--- config.mk ---
export PLATFORM = sky130hd
export DESIGN_NAME = motor_feedback_frame_decoder_core
export DESIGN_NICKNAME = d
export VERILOG_FILES = /design/src/hw/rtl/mffd_pkg.sv /design/src/hw/rtl/mffd_front.sv /design/src/hw/rtl/mffd_queue.sv /design/src/hw/rtl/mffd_back.sv /design/src/hw/rtl/motor_feedback_frame_decoder_core.sv
export SDC_FILE = /design/constraint.sdc
export NUM_CORES = 2
export LEC_CHECK = 0
export BUFFER_PORTS_ARGS = -buffer_cell sky130_fd_sc_hd__buf_2
export CAP_MARGIN = 25
export CORE_ASPECT_RATIO = 1.1
export CORE_MARGIN = 3
export CORE_UTILIZATION = 60
export CTS_CLUSTER_DIAMETER = 120
export DETAILED_ROUTE_END_ITERATION = 12
export PLACE_DENSITY = 0.86
export SYNTH_ARGS = -nofsm -noshare
export SYNTH_HDL_FRONTEND = slang
export SYNTH_SLANG_ARGS = --single-unit
--- constraint.sdc ---
create_clock -name i_clk -period 7.7 [get_ports i_clk]
set_input_delay 0 -clock i_clk [delete_from_list [all_inputs] [get_ports i_clk]]
set_output_delay 0 -clock i_clk [all_outputs]
set_load 0.01 [all_outputs]
--- src/hw/rtl/mffd_pkg.sv ---
`default_nettype none

package mffd_pkg;

    localparam int C_ID_W        = 11;
    localparam int C_NUM_REGS    = 8;
    localparam int C_REG_SEL_W   = 3;
    localparam int C_CFG_IDX_W   = 4;
    localparam int C_SLOT_W      = 3;
    localparam int C_PAYLOAD_W   = 64;
    localparam int C_RAW_W       = 16;
    localparam int C_ANGLE_W     = 13;
    localparam int C_TEMP_W      = 8;
    localparam int C_MODE_W      = 2;
    localparam int C_TURN_W      = 16;
    localparam int C_QUEUE_DEPTH = 4;

    // Unwrap arithmetic
    localparam int C_HALF_TURN   = 4095;
    localparam int C_TURN_COUNTS = 8191;
    localparam int C_YAW_SHIFT   = 2730;
    localparam int C_TURN_SHIFT  = 13;
    localparam int C_EXP_W       = 31;
    localparam int C_MAG_W       = 30;
    localparam int C_QUOT_W      = 28;
    localparam int C_RECIP_W     = 31;
    localparam int C_RECIP_SHIFT = 32;
    // ceil(2^32 / 3): exact floor division by three for operands below 2^31
    localparam logic [C_RECIP_W-1:0] C_RECIP3 = 31'h5555_5556;

    localparam logic [C_SLOT_W-1:0] C_YAW_SLOT = 3'd4;
    localparam int C_BUS0_LAST  = 4;
    localparam int C_BUS1_FIRST = 5;

    typedef logic [C_ID_W-1:0] t_id;

    localparam t_id C_ID_RESET [C_NUM_REGS] = '{
        11'd513, 11'd514, 11'd515, 11'd516, 11'd517, 11'd513, 11'd514, 11'd518
    };

    typedef enum logic [C_MODE_W-1:0] {
        OFS_NONE = 2'd0,
        OFS_ADD  = 2'd1,
        OFS_SUB  = 2'd2
    } t_ofs_mode;

    typedef struct packed {
        logic                       hit;
        logic [C_SLOT_W-1:0]        slot;
        logic [C_RAW_W-1:0]         raw;
        logic signed [C_RAW_W-1:0]  speed;
        logic signed [C_RAW_W-1:0]  current;
        logic [C_TEMP_W-1:0]        temp;
        logic [C_MODE_W-1:0]        mode;
    } t_item;

endpackage

`default_nettype wire

--- src/hw/rtl/mffd_front.sv ---
`default_nettype none

module mffd_front (
    input  wire logic                               i_clk,
    input  wire logic                               i_rst_n,
    input  wire logic                               i_cfg_valid,
    output logic                                    o_cfg_ready,
    input  wire logic [mffd_pkg::C_CFG_IDX_W-1:0]   i_cfg_index,
    input  wire logic [mffd_pkg::C_ID_W-1:0]        i_cfg_data,
    input  wire logic                               i_bus_select,
    input  wire logic [mffd_pkg::C_ID_W-1:0]        i_frame_id,
    input  wire logic [mffd_pkg::C_PAYLOAD_W-1:0]   i_frame_payload,
    input  wire logic [mffd_pkg::C_MODE_W-1:0]      i_yaw_offset_mode,
    output mffd_pkg::t_item                         o_item
);
    import mffd_pkg::*;

    t_id                 r_id_regs [C_NUM_REGS];
    logic                hit;
    logic [C_SLOT_W-1:0] slot;

    assign o_cfg_ready = 1'b1;

    always_ff @(posedge i_clk) begin
        if (!i_rst_n) begin
            for (int i = 0; i < C_NUM_REGS; i++) begin
                r_id_regs[i] <= C_ID_RESET[i];
            end
        end else if (i_cfg_valid && (i_cfg_index < C_CFG_IDX_W'(C_NUM_REGS))) begin
            r_id_regs[i_cfg_index[C_REG_SEL_W-1:0]] <= i_cfg_data;
        end
    end

    // Scan from the top so the lowest matching slot wins
    always_comb begin
        hit  = 1'b0;
        slot = '0;
        if (!i_bus_select) begin
            for (int i = C_BUS0_LAST; i >= 0; i--) begin
                if (r_id_regs[i] == i_frame_id) begin
                    hit  = 1'b1;
                    slot = C_SLOT_W'(i);
                end
            end
        end else begin
            for (int i = C_NUM_REGS - 1; i >= C_BUS1_FIRST; i--) begin
                if (r_id_regs[i] == i_frame_id) begin
                    hit  = 1'b1;
                    slot = C_SLOT_W'(i);
                end
            end
        end
    end

    always_comb begin
        o_item      = '0;
        o_item.hit  = hit;
        o_item.slot = slot;
        o_item.mode = i_yaw_offset_mode;
        if (hit) begin
            o_item.raw     = i_frame_payload[63:48];
            o_item.speed   = i_frame_payload[47:32];
            o_item.current = i_frame_payload[31:16];
            o_item.temp    = i_frame_payload[15:8];
        end
    end

endmodule

`default_nettype wire

--- src/hw/rtl/mffd_queue.sv ---
`default_nettype none

module mffd_queue #(
    parameter int DEPTH = mffd_pkg::C_QUEUE_DEPTH
) (
    input  wire logic               i_clk,
    input  wire logic               i_rst_n,
    input  wire logic               i_push,
    input  wire mffd_pkg::t_item    i_item,
    output logic                    o_full,
    input  wire logic               i_pop,
    output mffd_pkg::t_item         o_item,
    output logic                    o_empty
);
    import mffd_pkg::*;

    localparam int PTR_W = (DEPTH > 1) ? $clog2(DEPTH) : 1;
    localparam int CNT_W = $clog2(DEPTH + 1);

    t_item              r_mem [DEPTH];
    logic [PTR_W-1:0]   r_wr_ptr;
    logic [PTR_W-1:0]   r_rd_ptr;
    logic [CNT_W-1:0]   r_count;

    assign o_full  = (r_count == CNT_W'(DEPTH));
    assign o_empty = (r_count == '0);
    assign o_item  = r_mem[r_rd_ptr];

    always_ff @(posedge i_clk) begin
        if (i_push) begin
            r_mem[r_wr_ptr] <= i_item;
        end
    end

    always_ff @(posedge i_clk) begin
        if (!i_rst_n) begin
            r_wr_ptr <= '0;
            r_rd_ptr <= '0;
            r_count  <= '0;
        end else begin
            if (i_push) begin
                r_wr_ptr <= (r_wr_ptr == PTR_W'(DEPTH - 1)) ? '0 : r_wr_ptr + 1'b1;
            end
            if (i_pop) begin
                r_rd_ptr <= (r_rd_ptr == PTR_W'(DEPTH - 1)) ? '0 : r_rd_ptr + 1'b1;
            end
            case ({i_push, i_pop})
                2'b10:   r_count <= r_count + 1'b1;
                2'b01:   r_count <= r_count - 1'b1;
                default: r_count <= r_count;
            endcase
        end
    end

endmodule

`default_nettype wire

--- src/hw/rtl/mffd_back.sv ---
`default_nettype none

module mffd_back (
    input  wire logic                               i_clk,
    input  wire logic                               i_rst_n,
    input  wire logic                               i_item_valid,
    input  wire mffd_pkg::t_item                    i_item,
    output logic                                    o_pop,
    output logic                                    o_out_valid,
    input  wire logic                               i_out_stall,
    output logic                                    o_matched,
    output logic [mffd_pkg::C_SLOT_W-1:0]           o_motor_slot,
    output logic [mffd_pkg::C_ANGLE_W-1:0]          o_rotor_angle,
    output logic signed [mffd_pkg::C_RAW_W-1:0]     o_rotor_speed,
    output logic signed [mffd_pkg::C_RAW_W-1:0]     o_motor_current,
    output logic [mffd_pkg::C_TEMP_W-1:0]           o_motor_temperature,
    output logic signed [mffd_pkg::C_TURN_W-1:0]    o_yaw_turn_count
);
    import mffd_pkg::*;

    localparam logic signed [C_RAW_W:0] L_STEP_HI = (C_RAW_W + 1)'(C_HALF_TURN);
    localparam logic signed [C_RAW_W:0] L_STEP_LO = -L_STEP_HI;
    localparam logic signed [C_TURN_W-1:0] L_TURN_MAX = {1'b0, {(C_TURN_W-1){1'b1}}};
    localparam logic signed [C_TURN_W-1:0] L_TURN_MIN = {1'b1, {(C_TURN_W-1){1'b0}}};
    localparam int L_FOLD_W = C_ANGLE_W + 2;

    // Unwrap state
    logic [C_RAW_W-1:0]         r_prev_raw;
    logic signed [C_TURN_W-1:0] r_turn;

    // Stage registers
    logic r_v1, r_v2, r_v3, r_v4, r_v5;
    logic adv1, adv2, adv3, adv4, adv5;
    t_item r_it1, r_it2, r_it3, r_it4;
    logic signed [C_TURN_W-1:0] r_cnt1, r_cnt2, r_cnt3, r_cnt4;
    logic r_yaw1, r_yaw2, r_yaw3, r_yaw4;
    logic [C_MAG_W-1:0]   r_x2;
    logic r_neg2, r_neg3, r_neg4;
    logic [C_QUOT_W-1:0]  r_q3;
    logic [C_ANGLE_W-1:0] r_m4;

    // Output register
    logic                        r_matched;
    logic [C_SLOT_W-1:0]         r_slot;
    logic [C_ANGLE_W-1:0]        r_angle;
    logic signed [C_RAW_W-1:0]   r_speed;
    logic signed [C_RAW_W-1:0]   r_current;
    logic [C_TEMP_W-1:0]         r_temp;
    logic signed [C_TURN_W-1:0]  r_count_out;

    logic                        is_yaw;
    logic signed [C_RAW_W:0]     step;
    logic signed [C_TURN_W-1:0]  n_turn;
    logic [C_EXP_W-1:0]          cnt_ext;
    logic [C_EXP_W-1:0]          expanded;
    logic [C_EXP_W-1:0]          mag;
    logic [C_MAG_W+C_RECIP_W-1:0] prod;
    logic [L_FOLD_W-1:0]         fold1;
    logic [C_ANGLE_W:0]          fold2;
    logic [C_ANGLE_W-1:0]        rem_mod;
    logic [C_ANGLE_W-1:0]        rem_pos;
    logic [L_FOLD_W-1:0]         shifted;
    logic [C_ANGLE_W-1:0]        n_angle;

    assign adv5  = !r_v5 || !i_out_stall;
    assign adv4  = !r_v4 || adv5;
    assign adv3  = !r_v3 || adv4;
    assign adv2  = !r_v2 || adv3;
    assign adv1  = !r_v1 || adv2;
    assign o_pop = i_item_valid && adv1;

    // Stage 1: turn counter step, taken in queue order
    always_comb begin
        is_yaw = i_item.hit && (i_item.slot == C_YAW_SLOT);
        step   = $signed({1'b0, i_item.raw}) - $signed({1'b0, r_prev_raw});
        n_turn = r_turn;
        if (step > L_STEP_HI && r_turn != L_TURN_MIN) begin
            n_turn = r_turn - 1'b1;
        end else if (step < L_STEP_LO && r_turn != L_TURN_MAX) begin
            n_turn = r_turn + 1'b1;
        end
    end

    always_ff @(posedge i_clk) begin
        if (!i_rst_n) begin
            r_prev_raw <= '0;
            r_turn     <= '0;
        end else if (o_pop && is_yaw) begin
            r_prev_raw <= i_item.raw;
            r_turn     <= n_turn;
        end
    end

    always_ff @(posedge i_clk) begin
        if (adv1) begin
            r_it1  <= i_item;
            r_cnt1 <= is_yaw ? n_turn : r_turn;
            r_yaw1 <= is_yaw;
        end
    end

    // Stage 2: expanded position = raw + count * 8191, split into sign and 2*|E|
    always_comb begin
        cnt_ext  = {{(C_EXP_W-C_TURN_W){r_cnt1[C_TURN_W-1]}}, r_cnt1};
        expanded = {{(C_EXP_W-C_RAW_W){1'b0}}, r_it1.raw}
                 + (cnt_ext << C_TURN_SHIFT) - cnt_ext;
        mag      = expanded[C_EXP_W-1] ? (~expanded + 1'b1) : expanded;
    end

    always_ff @(posedge i_clk) begin
        if (adv2) begin
            r_it2  <= r_it1;
            r_cnt2 <= r_cnt1;
            r_yaw2 <= r_yaw1;
            r_neg2 <= expanded[C_EXP_W-1];
            r_x2   <= {mag[C_MAG_W-2:0], 1'b0};
        end
    end

    // Stage 3: divide by three through the reciprocal
    assign prod = {{C_RECIP_W{1'b0}}, r_x2} * {{C_MAG_W{1'b0}}, C_RECIP3};

    always_ff @(posedge i_clk) begin
        if (adv3) begin
            r_it3  <= r_it2;
            r_cnt3 <= r_cnt2;
            r_yaw3 <= r_yaw2;
            r_neg3 <= r_neg2;
            r_q3   <= prod[C_RECIP_SHIFT+C_QUOT_W-1:C_RECIP_SHIFT];
        end
    end

    // Stage 4: magnitude modulo 2^13 - 1 by folding 13-bit chunks
    always_comb begin
        fold1 = L_FOLD_W'(r_q3[C_ANGLE_W-1:0])
              + L_FOLD_W'(r_q3[2*C_ANGLE_W-1:C_ANGLE_W])
              + L_FOLD_W'(r_q3[C_QUOT_W-1:2*C_ANGLE_W]);
        fold2 = (C_ANGLE_W + 1)'(fold1[C_ANGLE_W-1:0])
              + (C_ANGLE_W + 1)'(fold1[L_FOLD_W-1:C_ANGLE_W]);
        if (fold2 >= (C_ANGLE_W + 1)'(C_TURN_COUNTS)) begin
            rem_mod = C_ANGLE_W'(fold2 - (C_ANGLE_W + 1)'(C_TURN_COUNTS));
        end else begin
            rem_mod = fold2[C_ANGLE_W-1:0];
        end
    end

    always_ff @(posedge i_clk) begin
        if (adv4) begin
            r_it4  <= r_it3;
            r_cnt4 <= r_cnt3;
            r_yaw4 <= r_yaw3;
            r_neg4 <= r_neg3;
            r_m4   <= rem_mod;
        end
    end

    // Stage 5: fold negatives, apply the offset, pick the angle
    always_comb begin
        rem_pos = (r_neg4 && r_m4 != '0) ? C_ANGLE_W'(C_TURN_COUNTS) - r_m4 : r_m4;
        shifted = L_FOLD_W'(rem_pos);
        case (r_it4.mode)
            OFS_ADD: begin
                shifted = L_FOLD_W'(rem_pos) + L_FOLD_W'(C_YAW_SHIFT);
                if (shifted > L_FOLD_W'(C_TURN_COUNTS)) begin
                    shifted = shifted - L_FOLD_W'(C_TURN_COUNTS);
                end
            end
            OFS_SUB: begin
                shifted = L_FOLD_W'(rem_pos) - L_FOLD_W'(C_YAW_SHIFT);
                if (shifted[L_FOLD_W-1]) begin
                    shifted = shifted + L_FOLD_W'(C_TURN_COUNTS);
                end
            end
            default: shifted = L_FOLD_W'(rem_pos);
        endcase
        n_angle = r_yaw4 ? shifted[C_ANGLE_W-1:0] : r_it4.raw[C_ANGLE_W-1:0];
    end

    always_ff @(posedge i_clk) begin
        if (!i_rst_n) begin
            r_v1 <= 1'b0;
            r_v2 <= 1'b0;
            r_v3 <= 1'b0;
            r_v4 <= 1'b0;
            r_v5 <= 1'b0;
        end else begin
            if (adv1) r_v1 <= i_item_valid;
            if (adv2) r_v2 <= r_v1;
            if (adv3) r_v3 <= r_v2;
            if (adv4) r_v4 <= r_v3;
            if (adv5) r_v5 <= r_v4;
        end
    end

    always_ff @(posedge i_clk) begin
        if (adv5) begin
            r_matched   <= r_it4.hit;
            r_slot      <= r_it4.slot;
            r_angle     <= n_angle;
            r_speed     <= r_it4.speed;
            r_current   <= r_it4.current;
            r_temp      <= r_it4.temp;
            r_count_out <= r_cnt4;
        end
    end

    assign o_out_valid         = r_v5;
    assign o_matched           = r_matched;
    assign o_motor_slot        = r_slot;
    assign o_rotor_angle       = r_angle;
    assign o_rotor_speed       = r_speed;
    assign o_motor_current     = r_current;
    assign o_motor_temperature = r_temp;
    assign o_yaw_turn_count    = r_count_out;

endmodule

`default_nettype wire

--- src/hw/rtl/motor_feedback_frame_decoder_core.sv ---
`default_nettype none

// Motor feedback frame decoder. Each input word is one received bus frame
// (bus select, 11-bit identifier, 8 payload bytes, yaw offset mode) and
// yields exactly one result word: match flag, motor slot (0-3 chassis,
// 4 yaw, 5 left, 6 right, 7 pitch), angle, speed, current, temperature and
// the yaw turn count. Unmatched frames come out with all fields zero except
// the turn count. Yaw frames are unwrapped into a saturating 16-bit turn
// count, scaled by 2/3 for the gear, reduced to one turn of 8191 counts and
// optionally shifted by +/-2730. The front matches the identifier against
// the ID registers of the selected bus in the cycle the word is accepted
// and drops the classified word into a small queue; the back runs a
// five-stage pipeline (turn count, expand, multiply by the reciprocal of
// three, modulo fold, offset into the output register). Sustained rate is
// one word per cycle while the output is not stalled. The input stalls
// only when the queue is full. ID registers are written through the
// configuration channel, which is always ready; write them only while idle.
module motor_feedback_frame_decoder_core #(
    parameter int QUEUE_DEPTH = mffd_pkg::C_QUEUE_DEPTH
) (
    input  wire logic                               i_clk,
    input  wire logic                               i_rst_n,
    // configuration write channel
    input  wire logic                               i_cfg_valid,
    output logic                                    o_cfg_ready,
    input  wire logic [mffd_pkg::C_CFG_IDX_W-1:0]   i_cfg_index,
    input  wire logic [mffd_pkg::C_ID_W-1:0]        i_cfg_data,
    // frame input
    input  wire logic                               i_in_valid,
    output logic                                    o_in_stall,
    input  wire logic                               i_bus_select,
    input  wire logic [mffd_pkg::C_ID_W-1:0]        i_frame_id,
    input  wire logic [mffd_pkg::C_PAYLOAD_W-1:0]   i_frame_payload,
    input  wire logic [mffd_pkg::C_MODE_W-1:0]      i_yaw_offset_mode,
    // result output
    output logic                                    o_out_valid,
    input  wire logic                               i_out_stall,
    output logic                                    o_matched,
    output logic [mffd_pkg::C_SLOT_W-1:0]           o_motor_slot,
    output logic [mffd_pkg::C_ANGLE_W-1:0]          o_rotor_angle,
    output logic signed [mffd_pkg::C_RAW_W-1:0]     o_rotor_speed,
    output logic signed [mffd_pkg::C_RAW_W-1:0]     o_motor_current,
    output logic [mffd_pkg::C_TEMP_W-1:0]           o_motor_temperature,
    output logic signed [mffd_pkg::C_TURN_W-1:0]    o_yaw_turn_count
);
    import mffd_pkg::*;

    t_item front_item;
    t_item queue_item;
    logic  queue_full;
    logic  queue_empty;
    logic  queue_push;
    logic  queue_pop;

    // Hold the input while the queue is full; push every accepted word.
    assign o_in_stall = queue_full;
    assign queue_push = i_in_valid && !queue_full;

    // Front: ID registers and identifier match
    mffd_front u_front (
        .i_clk             (i_clk),
        .i_rst_n           (i_rst_n),
        .i_cfg_valid       (i_cfg_valid),
        .o_cfg_ready       (o_cfg_ready),
        .i_cfg_index       (i_cfg_index),
        .i_cfg_data        (i_cfg_data),
        .i_bus_select      (i_bus_select),
        .i_frame_id        (i_frame_id),
        .i_frame_payload   (i_frame_payload),
        .i_yaw_offset_mode (i_yaw_offset_mode),
        .o_item            (front_item)
    );

    // Decouple front and back so each side stalls on its own
    mffd_queue #(
        .DEPTH (QUEUE_DEPTH)
    ) u_queue (
        .i_clk   (i_clk),
        .i_rst_n (i_rst_n),
        .i_push  (queue_push),
        .i_item  (front_item),
        .o_full  (queue_full),
        .i_pop   (queue_pop),
        .o_item  (queue_item),
        .o_empty (queue_empty)
    );

    // Back: yaw unwrap pipeline and output register
    mffd_back u_back (
        .i_clk               (i_clk),
        .i_rst_n             (i_rst_n),
        .i_item_valid        (!queue_empty),
        .i_item              (queue_item),
        .o_pop               (queue_pop),
        .o_out_valid         (o_out_valid),
        .i_out_stall         (i_out_stall),
        .o_matched           (o_matched),
        .o_motor_slot        (o_motor_slot),
        .o_rotor_angle       (o_rotor_angle),
        .o_rotor_speed       (o_rotor_speed),
        .o_motor_current     (o_motor_current),
        .o_motor_temperature (o_motor_temperature),
        .o_yaw_turn_count    (o_yaw_turn_count)
    );

endmodule

`default_nettype wire

==> qor.yml <==
floorplan:
  die_area_sq_um: 82770
  num_io_pins: 174
  start_util_pct: 61.00
  rows: 107
  core_sq_um: 78050
  die_w_microns: 274.6
  dieHeight_microns: 301.4
placed_design:
  place_congestion: 0.9455
  io_buffers: 164
  dp_hpwl_microns: 75660
critical_path:
  cp_slowest_stage_delay_ns: 0.58
  setup.worst_path.class: "flop to flop"
  crit_slowest_cell: "fa_1"
  start_kind: "flop"
  crit_top_cell: "fa_1"
  cp.arrival_ns: 7.79
  crit_required_ns: 8.08
  path_max_fanout: 5
  worstPathCellList: "ha_1, inv_1, fa_1, fa_1, inv_1, fa_1, inv_1, fa_1, inv_1, fa_1, inv_1, fa_1, inv_1, fa_1, ha_1, and3_1, a31oi_1, nand4_1, o21ai_0, o211ai_1, nand3b_1, nand2_1, o41ai_2, xnor2_1"
  cp-end-kind: "flop"
sta:
  fmax_ghz: 0.1350
  worst_pin_slew_ns: 1.070
  fin_skew_ns: 0.02400
  layout_min_cycle_time_ns: 7.407
  max_slew_margin_pct: 28.09
  min_period_over_period_pct: 96.19
  maxSlewViolCount: 0
  setup_viol: 0
  hold_viol_final: 0
  rsz0062_at_grt: "false"
  setup_tns_ns: 0
synthesis:
  yosys.area.top_type_share_pct: 49.77
  synthCells: 3634
  synth_compound_area_share_pct: 8.604
  syn_nets: 4318
  synth.most_common_cell: "edfxtp_1"
  synth_top_family_by_area: "adder cells"
  synthTopCellsByArea: "edfxtp_1, ha_1, fa_1"
  synth_cell_type_count: 102
  seq_area_frac_synth_pct: 51.70
  avgSynthCellArea_sq_um: 13.10
  yosys.area.top_type: "edfxtp_1"
  ys.flop_type: "edfxtp_1"
  synthArstFlopShare_pct: 0
  synth_common_cells: "edfxtp_1, ha_1, inv_1"
  yosys.area_share.simple_pct: 8.891
  synthXorXnorAreaFrac_pct: 4.938
  muxShareOfSynthArea_pct: 3.469
  synth_fa_ha_area_share_pct: 18.63
  ys_ff_latch: 835
  syn_area_sq_um: 47610
  yosysWarnings: 0
  synth_edf_count: 789
grt:
  grt_usage_pct: 30.04
  grt_antenna_before_repair: 5
  grt_pass1_wl_microns: 188200
  grt_pass1_vias: 32400
  grt_start_max_net_pins: 64
  overflow: 0
detailed_routing:
  viasPerCell: 6.339
  route.detailed.drc: 0
  vias: 31710
  drt_iter0_markers: 3884
  wl_microns: 123200
  wl_per_cell_microns: 24.64
  ant_nets: 0
  first_pass_iters: 11
layout:
  area_delta_synth_final_pct: 11.96
  multi_input_area_sq_um: 21290
  drive_gt1_share_pct: 11.61
  nets: 4580
  ff_latch_area_sq_um: 24620
  nFillCells: 5006
clock_tree:
  cts.root.buffer_cell: "clkbuf_16"
  clkSinkCount: 835
  htree_levels: 3
  clockBufferDepth: 3
  path_clk_slew_ns: 0.06
  cts_tree: "done"
  clk-insertion-delay-late_ns: 0.65
  cts_inserted_buffers: 81
flow_run:
  cap_violations: 0
min_path:
  min_path_type: "input port to flop"
status:
  status: "completed"
==> path summary, 6_finish.rpt <==
path | end | startpoint | depth (start not counted) | slack (ns)
setup / recovery | u_back.r_q3[21]$_DFFE_PP_ | u_back.r_x2[17]$_DFFE_PP_ | 24 | 0.29
hold / removal | u_front.r_id_regs[7][9]$_SDFFCE_PN1P_ | i_cfg_index[0] | 3 | 0.06
setup reg to reg | u_back.r_q3[21]$_DFFE_PP_ | u_back.r_x2[17]$_DFFE_PP_ | 24 | 0.29
hold reg to reg | u_back.o_yaw_turn_count[11]$_DFFE_PP_ | u_back.r_cnt4[11]$_DFFE_PP_ | 0 | 0.42
==> flip-flops by register name (all words and copies together), names as in the netlist, 28 cells and up, named ones only <==
name	flops
u_queue.r_mem	248
u_back.r_it3	59
u_back.r_q3	28
u_back.r_it4	59
u_back.r_it1	62
u_back.r_x2	29
u_front.r_id_regs	88
u_back.r_it2	59
==> metrics by stage <==
stage / util, % / setup WS [ns] / instance area [sq um] / hold WS, ns / cells
global route: 68.28 / 0.008146 / 53290 / 0.07710 / 4999
detailed placement: 63.65 / 0.1336 / 49680 / 0.2209 / 4768
finish: 68.29 / 0.2935 / 53300 / 0.05583 / 5002
global placement: 63.65 / 0.2263 / 49680 / 0.2152 / 4768
CTS: 68.17 / 0.09874 / 53210 / 0.01971 / 4994
floorplan: - / 0.6975 / 47610 / 0.09887 / 3634
==> worst max-delay path, delay by kind of cell (launching register included) <==
family | cells | cell delay (ns)
adders and majority gates | 9 | 4.29
xor gates and xnor gates | 1 | 0.10
AOI/OAI and AO/OA | 4 | 1.10
DFF | 1 | 0.44
and+or+nand+nor | 4 | 0.76
buffers and inverters | 6 | 0.45
==> timing repair <==
| item | in CTS | in global routing |
|---|---|---|
| setup endpoints to repair | 0 | 17 |
| setup buffers | 0 | 3 |
| hold buffers | 76 | 0 |
| resized for setup | 0 | 12 |
| endpoints found under the hold margin | 342 | 0 |
==> cells in the final DEF, fill, tap and decap left out, types with 111 or more instances in the layout <==
cell type,n
fa_1,201
ha_1,380
inv_1,353
nand2_1,169
xnor2_1,163
and2_1,147
a21oi_1,120
buf_2,164
edfxtp_1,789
nor2_1,111
==> metal layers <==
metal,track usage (%),up-vias,share of wire [%]
met4,16.03,0,6.3
li1,-,13770,-
met3,5.689,546,8.6
met1,35.61,15430,35
met2,51.92,1961,50
met5,0.2392,-,0
==> cell type report <==
cell class	instances	share of cell area (%)
Sequential cell	835	46.19
Multi-Input combinational cell	2328	39.94
Clock buffer	96	3.988
Timing Repair Buffer	290	3.695
Inverter	360	2.545
Tap cell	1035	2.430
Clock inverter	54	1.200
Antenna cell	4	0.01878
==> kinds of logic (layout without fill, tap and decap cells) <==
logic type,Yosys count,after routing
fa+ha+maj,586,586
xor+xnor,266,266
compound gates,591,591
flops,835,835
mux,87,87
buf+inv,471,800
other cells,1,5
simple gates,797,797
Power is not shown: default switching activity piles up to over one toggle a cycle in this logic, so the estimate is an artifact.
